[config.mk]
export PLATFORM = sky130hd
export DESIGN_NAME = ready_queue_positional_removal
export DESIGN_NICKNAME = d
export VERILOG_FILES = /design/src/rqpr_pkg.sv /design/src/ready_queue_positional_removal.sv /design/src/rqpr_cell.sv
export SDC_FILE = /design/constraint.sdc
export NUM_CORES = 1
export LEC_CHECK = 0
export ABC_AREA = 1
export BUFFER_PORTS_ARGS = -buffer_cell sky130_fd_sc_hd__clkbuf_2
export CORE_ASPECT_RATIO = 1.75
export CORE_MARGIN = 8
export CORE_UTILIZATION = 43
export DETAILED_ROUTE_END_ITERATION = 7
export GPL_TIMING_DRIVEN = 0
export SYNTH_ARGS = -nofsm -noshare
export SYNTH_HDL_FRONTEND = slang
export SYNTH_SLANG_ARGS = --single-unit
export TNS_END_PERCENT = 1
[constraint.sdc]
create_clock -name clk -period 4.4 [get_ports clk]
set_clock_uncertainty 0.05 [all_clocks]
set_input_delay 0.44 -clock clk [delete_from_list [all_inputs] [get_ports clk]]
set_output_delay 0.44 -clock clk [all_outputs]
set_load 0.03 [all_outputs]
[src/rqpr_pkg.sv]
`default_nettype none
package rqpr_pkg;

	localparam int DEPTH    = 16;
	localparam int PID_BITS = 16;
	localparam int PID_W    = 16;
	localparam int LOC_W    = 5;
	localparam int CNT_W    = $clog2(DEPTH + 1);
	localparam int IDX_W    = $clog2(DEPTH);
	localparam int CMP_W    = (CNT_W > LOC_W) ? CNT_W : LOC_W;

	typedef enum logic [1:0] {
		OP_INS = 2'd0,
		OP_DEQ = 2'd1,
		OP_REM = 2'd2,
		OP_NOP = 2'd3
	} rqpr_op_t;

	typedef enum logic [1:0] {
		ST_OK    = 2'd0,
		ST_EMPTY = 2'd1,
		ST_RANGE = 2'd2,
		ST_FULL  = 2'd3
	} rqpr_status_t;

	typedef struct packed {
		logic                ins;
		logic                rem;
		logic [IDX_W-1:0]    tail;
		logic [IDX_W-1:0]    rem_idx;
		logic [PID_BITS-1:0] pid;
	} rqpr_ctl_t;

endpackage
`default_nettype wire

[src/ready_queue_positional_removal.sv]
// Channel   Signals                          Handshake
// request   kind, pid, location              start high and busy low at a rising edge
// result    removed_pid, status, count       done high for one cycle, no back-pressure
//
// One transaction per cycle: busy stays low and a request may follow in the next cycle.
// The result appears on the cycle after acceptance; the row of entry cells updates at the
// same edge, each cell loading the tail or taking its neighbour's value.
// Reset clears the entry count and the result strobe; entry contents are undefined until written.
// The receiver cannot stall: every result is taken in the cycle it is shown.
`default_nettype none
module ready_queue_positional_removal (
	input  logic                       clk,
	input  logic                       arst_n,
	input  logic                       start,
	output logic                       busy,
	input  logic [1:0]                 kind,
	input  logic [rqpr_pkg::PID_W-1:0] pid,
	input  logic [rqpr_pkg::LOC_W-1:0] location,
	output logic                       done,
	output logic [rqpr_pkg::PID_W-1:0] removed_pid,
	output logic [1:0]                 status,
	output logic [rqpr_pkg::LOC_W-1:0] count
);
	import rqpr_pkg::*;

	logic                acc;
	rqpr_op_t            op;
	rqpr_ctl_t           ctl;
	rqpr_status_t        st_d;
	logic [CNT_W-1:0]    cnt_q;
	logic [CNT_W-1:0]    cnt_d;
	logic [CMP_W-1:0]    loc_x;
	logic [CMP_W-1:0]    cnt_x;
	logic                done_q;
	logic [PID_W-1:0]    removed_q;
	rqpr_status_t        status_q;
	logic [CNT_W-1:0]    count_q;
	logic [PID_BITS-1:0] val  [DEPTH];
	logic [PID_BITS-1:0] take [DEPTH+1];
	logic [CMP_W-1:0]    loc_m1;

	assign busy  = 1'b0;
	assign acc   = start && !busy;
	assign op    = rqpr_op_t'(kind);
	assign loc_x = CMP_W'(location);
	assign cnt_x = CMP_W'(cnt_q);
	assign loc_m1 = loc_x - CMP_W'(1);

	always_comb begin
		ctl         = '0;
		ctl.pid     = pid[PID_BITS-1:0];
		ctl.tail    = cnt_q[IDX_W-1:0];
		st_d        = ST_OK;
		cnt_d       = cnt_q;
		unique case (op)
			OP_INS: begin
				if (cnt_q == CNT_W'(DEPTH)) begin
					st_d = ST_FULL;
				end else begin
					ctl.ins = acc;
					cnt_d   = cnt_q + CNT_W'(1);
				end
			end
			OP_DEQ: begin
				if (cnt_q == '0) begin
					st_d = ST_EMPTY;
				end else begin
					ctl.rem = acc;
					cnt_d   = cnt_q - CNT_W'(1);
				end
			end
			OP_REM: begin
				if ((loc_x == '0) || (loc_x > cnt_x)) begin
					st_d = ST_RANGE;
				end else begin
					ctl.rem     = acc;
					ctl.rem_idx = loc_m1[IDX_W-1:0];
					cnt_d       = cnt_q - CNT_W'(1);
				end
			end
			OP_NOP: begin
				st_d = ST_OK;
			end
			default: begin
				st_d = ST_OK;
			end
		endcase
	end

	assign take[DEPTH] = '0;

	for (genvar i = 0; i < DEPTH; i++) begin : g_cell
		logic [PID_BITS-1:0] nxt;
		if (i == DEPTH - 1) begin : g_last
			assign nxt = '0;
		end else begin : g_mid
			assign nxt = val[i+1];
		end
		rqpr_cell u_cell (
			.clk      (clk),
			.ctl      (ctl),
			.idx      (IDX_W'(i)),
			.nxt      (nxt),
			.take_in  (take[i+1]),
			.val      (val[i]),
			.take_out (take[i])
		);
	end

	always_ff @(posedge clk or negedge arst_n) begin
		if (!arst_n) begin
			cnt_q  <= '0;
			done_q <= 1'b0;
		end else begin
			done_q <= acc;
			if (acc) begin
				cnt_q <= cnt_d;
			end
		end
	end

	always_ff @(posedge clk) begin
		if (acc) begin
			removed_q <= ctl.rem ? PID_W'(take[0]) : '0;
			status_q  <= st_d;
			count_q   <= cnt_d;
		end
	end

	assign done        = done_q;
	assign removed_pid = removed_q;
	assign status      = status_q;
	assign count       = LOC_W'(count_q);

	a_done_follows: assert property (@(posedge clk) disable iff (!arst_n)
		(start && !busy) |=> done)
		else $error("result strobe missing after accepted transaction");

	a_no_spurious: assert property (@(posedge clk) disable iff (!arst_n)
		!(start && !busy) |=> !done)
		else $error("result strobe without transaction");

	a_full_count: assert property (@(posedge clk) disable iff (!arst_n)
		(done && (status == ST_FULL)) |-> (count_q == CNT_W'(DEPTH)))
		else $error("full status with queue not full");

	a_empty_count: assert property (@(posedge clk) disable iff (!arst_n)
		(done && (status == ST_EMPTY)) |-> (count_q == '0))
		else $error("empty status with entries held");

	a_cnt_bound: assert property (@(posedge clk) disable iff (!arst_n)
		cnt_q <= CNT_W'(DEPTH))
		else $error("entry count beyond depth");

endmodule
`default_nettype wire

[src/rqpr_cell.sv]
`default_nettype none
module rqpr_cell (
	input  logic                          clk,
	input  rqpr_pkg::rqpr_ctl_t           ctl,
	input  logic [rqpr_pkg::IDX_W-1:0]    idx,
	input  logic [rqpr_pkg::PID_BITS-1:0] nxt,
	input  logic [rqpr_pkg::PID_BITS-1:0] take_in,
	output logic [rqpr_pkg::PID_BITS-1:0] val,
	output logic [rqpr_pkg::PID_BITS-1:0] take_out
);
	import rqpr_pkg::*;

	logic [PID_BITS-1:0] val_q;

	// load at the tail, or shift up from the neighbour when a removal lies at or before
	always_ff @(posedge clk) begin
		if (ctl.ins && (idx == ctl.tail)) begin
			val_q <= ctl.pid;
		end else if (ctl.rem && (idx >= ctl.rem_idx)) begin
			val_q <= nxt;
		end
	end

	assign val      = val_q;
	assign take_out = take_in | ((ctl.rem && (idx == ctl.rem_idx)) ? val_q : '0);

endmodule
`default_nettype wire

==> metrics.yaml <==
status: "finished clean"
max-cap-violations: 0
synthFlopType: "edfxtp_1"
worst_pin_slew_ns: 1.382
worst-path-max-fanout: 16
slew_headroom: 0.07760
fin_crit_sh: 0.9531
clk_pin_slew_worst_paths_ns: 0.07
hp-class: "in -> async"
totalPowerFinal_mw: 6.797
netlist.area_leader.share: 0.5748
core_um2: 33520
post-route-util: 0.4847
io_pins: 51
wl_mm: 52.90
syn_inst: 1597
grt_pass1_vias: 12440
die_area_um2: 40270
vias_per_cell: 5.748
yosysWarnings: 0
htreeDepth: 1
syn_nets: 1638
dp_slack_ns: -0.5518
gp_congestion: 1.103
antenna_found_initial: 0
synth-seq-area-share: 0.5851
power_density_nw_per_um2: 418.4
cts_tree: "yes"
wl_per_cell_um: 24.54
clk_latency_ns: 0.56
crit_arrival_ns: 4.28
diodes: 0
synth_seq_cells: 285
row_count: 89
fmax_mhz: 238.5
grt_pass1_wl_mm: 77.90
vias: 12390
die_w_um: 155.2
synth_cell_types: 38
synth.most_common_cell: "nand2_1"
yosysTopAreaCell: "edfxtp_1"
fin_area_um2: 16250
synth_edf_count: 279
placed_area_um2: 15450
grt_max_degree: 26
hold_viol_final: 0
vdd_drop_max_v: 0.0002396
maxSlewViolCount: 0
power_leakage_nw: 6.742
io_buffers: 49
cts_buffers: 27
synthTopCellsByCount: "nand2_1, edfxtp_1, o21ai_0"
drc: 0
nNetsFinal: 1723
drtIter0Drc: 1371
drive_above_1_share: 0.07643
period_minus_slack_ns: 4.193
yosys-top-cells-area: "edfxtp_1, nand2_1, o21ai_0, nand4_1, nor2_1"
avgSynthCellArea_um2: 9.127
ant_nets: 0
layout_setup_ws_ns: 0.2066
first_pass_iters: 6
required_ns: 4.49
async_reset_ff_frac: 0.02105
clk_path_buf_depth: 3
cp-start-kind: "flip-flop"
crit_path_end_kind: "flip-flop"
die_y_um: 259.6
root_buffer: "clkbuf_16"
grt_overflow: 0
syn_to_final_growth_pct: 11.46
cts_sinks: 285
finalSetupViolations: 0
path_class: "reg -> reg"
netlist_area_um2: 14580
initial_core_util: 0.4348
grtUsageTotal: 0.2639
fill_cells: 3146
rsz0062_at_grt: "no"
hpwl_mm: 41.03
-- cells in the final DEF (no fill, tap or decap), types with 4 or more instances in the layout --
| master | n |
|---|---|
| nand2_1 | 494 |
| nand4_1 | 116 |
| nor2_1 | 105 |
| buf_4 | 6 |
| buf_2 | 12 |
| a21oi_1 | 5 |
| o21a_1 | 16 |
| clkinv_1 | 11 |
| edfxtp_1 | 279 |
| clkinv_2 | 5 |
| nor2_4 | 4 |
| o21ai_0 | 252 |
| clkbuf_16 | 27 |
| buf_1 | 6 |
| nand3_1 | 72 |
| clkbuf_2 | 49 |
| clkbuf_1 | 94 |
| dfrtp_1 | 6 |
| nor2_2 | 4 |
| nand2_2 | 5 |
| ha_1 | 15 |
| inv_1 | 78 |
-- where the power goes --
group / switching (mW) / leakage, nW / internal (mW)
Combinational: 0.841 / 3.71 / 0.267
Sequential: 0.170 / 2.65 / 3.36
Clock: 1.05 / 0.381 / 1.12
Total: 2.06 / 6.74 / 4.74
-- through the flow --
step,TNS [ns],cells,hold slack (ns)
2_1_floorplan,0,1597,0.09441
3_3_place_gp,-63.57,2101,0.2364
3_5_place_dp,-8.804,2107,0.2429
4_1_cts,0,2156,0.1857
5_1_grt,0,2156,0.2096
6_report,0,2156,0.1815
-- area by class of cell --
cell class,count,area (um2),area share
flip-flops and latches,285,8528,0.5250
multi-input cells,1119,5315,0.3272
clock buffers,31,690.7,0.04251
well taps,455,569.3,0.03504
plain buffers,111,442.9,0.02726
repair buffers,56,311.5,0.01918
inverters,82,307.8,0.01895
clock inverters,17,80.08,0.004929
-- state kept, by name (all words and copies together), names as in the netlist --
register and flops:
removed_pid 16, count 5, cnt_q 5, done 1
g_cell.u_cell.val 256, status 2
-- routing by layer --
metal  share of wire  vias to the layer above  global-route usage
li1                -                     5728                   -
met1            0.32                     5857              0.2568
met2            0.53                      612              0.4892
met3           0.071                      196             0.03983
met4           0.083                        0              0.2060
met5               0                        -                   0
-- cells by family after synthesis --
family	synth area share
AND/OR/NAND/NOR	0.2408
adder cells (fa/ha/maj)	0.01288
other	0.0002573
buffers and inverters	0.05151
flip-flops	0.5851
AO/OA/AOI/OAI	0.1065
XOR/XNOR	0.002919
-- repair_timing --
item | 4_1_cts | 5_1_grt
endpoints found under the hold margin | 6 | 0
endpoints found under the setup margin | 0 | 35
setup buffers | 0 | 0
hold buffers | 1 | 0
gates resized for setup | 0 | 3
-- path summary, 6_finish.rpt --
path                                                 endpoint  slack (ns)                               start  cells past startpoint
setup / recovery           g_cell[10].u_cell.val[3]$_DFFE_PP_        0.21                cnt_q[2]$_DFFE_PN0P_                     12
hold / removal                           cnt_q[4]$_DFFE_PN0P_        0.18                              arst_n                      2
setup reg to reg           g_cell[10].u_cell.val[3]$_DFFE_PP_        0.21                cnt_q[2]$_DFFE_PN0P_                     12
hold reg to reg            g_cell[13].u_cell.val[6]$_DFFE_PP_        0.50  g_cell[14].u_cell.val[6]$_DFFE_PP_                      2
max in group asynchronous                      done$_DFF_PN0_        3.95                              arst_n                      2
min in group clk           g_cell[2].u_cell.val[14]$_DFFE_PP_        0.28                             pid[14]                      3
-- worst max-delay path: stages (launching register included) --
cell	delay, ns
dfrtp_1	0.49
inv_1	0.20
ha_1	0.33
nand2_1	0.06
nor2_1	0.13
nand2_1	0.08
nand2_2	0.15
nand4_1	0.29
nor2_1	0.39
clkbuf_1	0.54
inv_1	0.13
o21ai_0	0.38
nand2_1	0.54
Note: power is estimated with default switching activity, not from simulation.
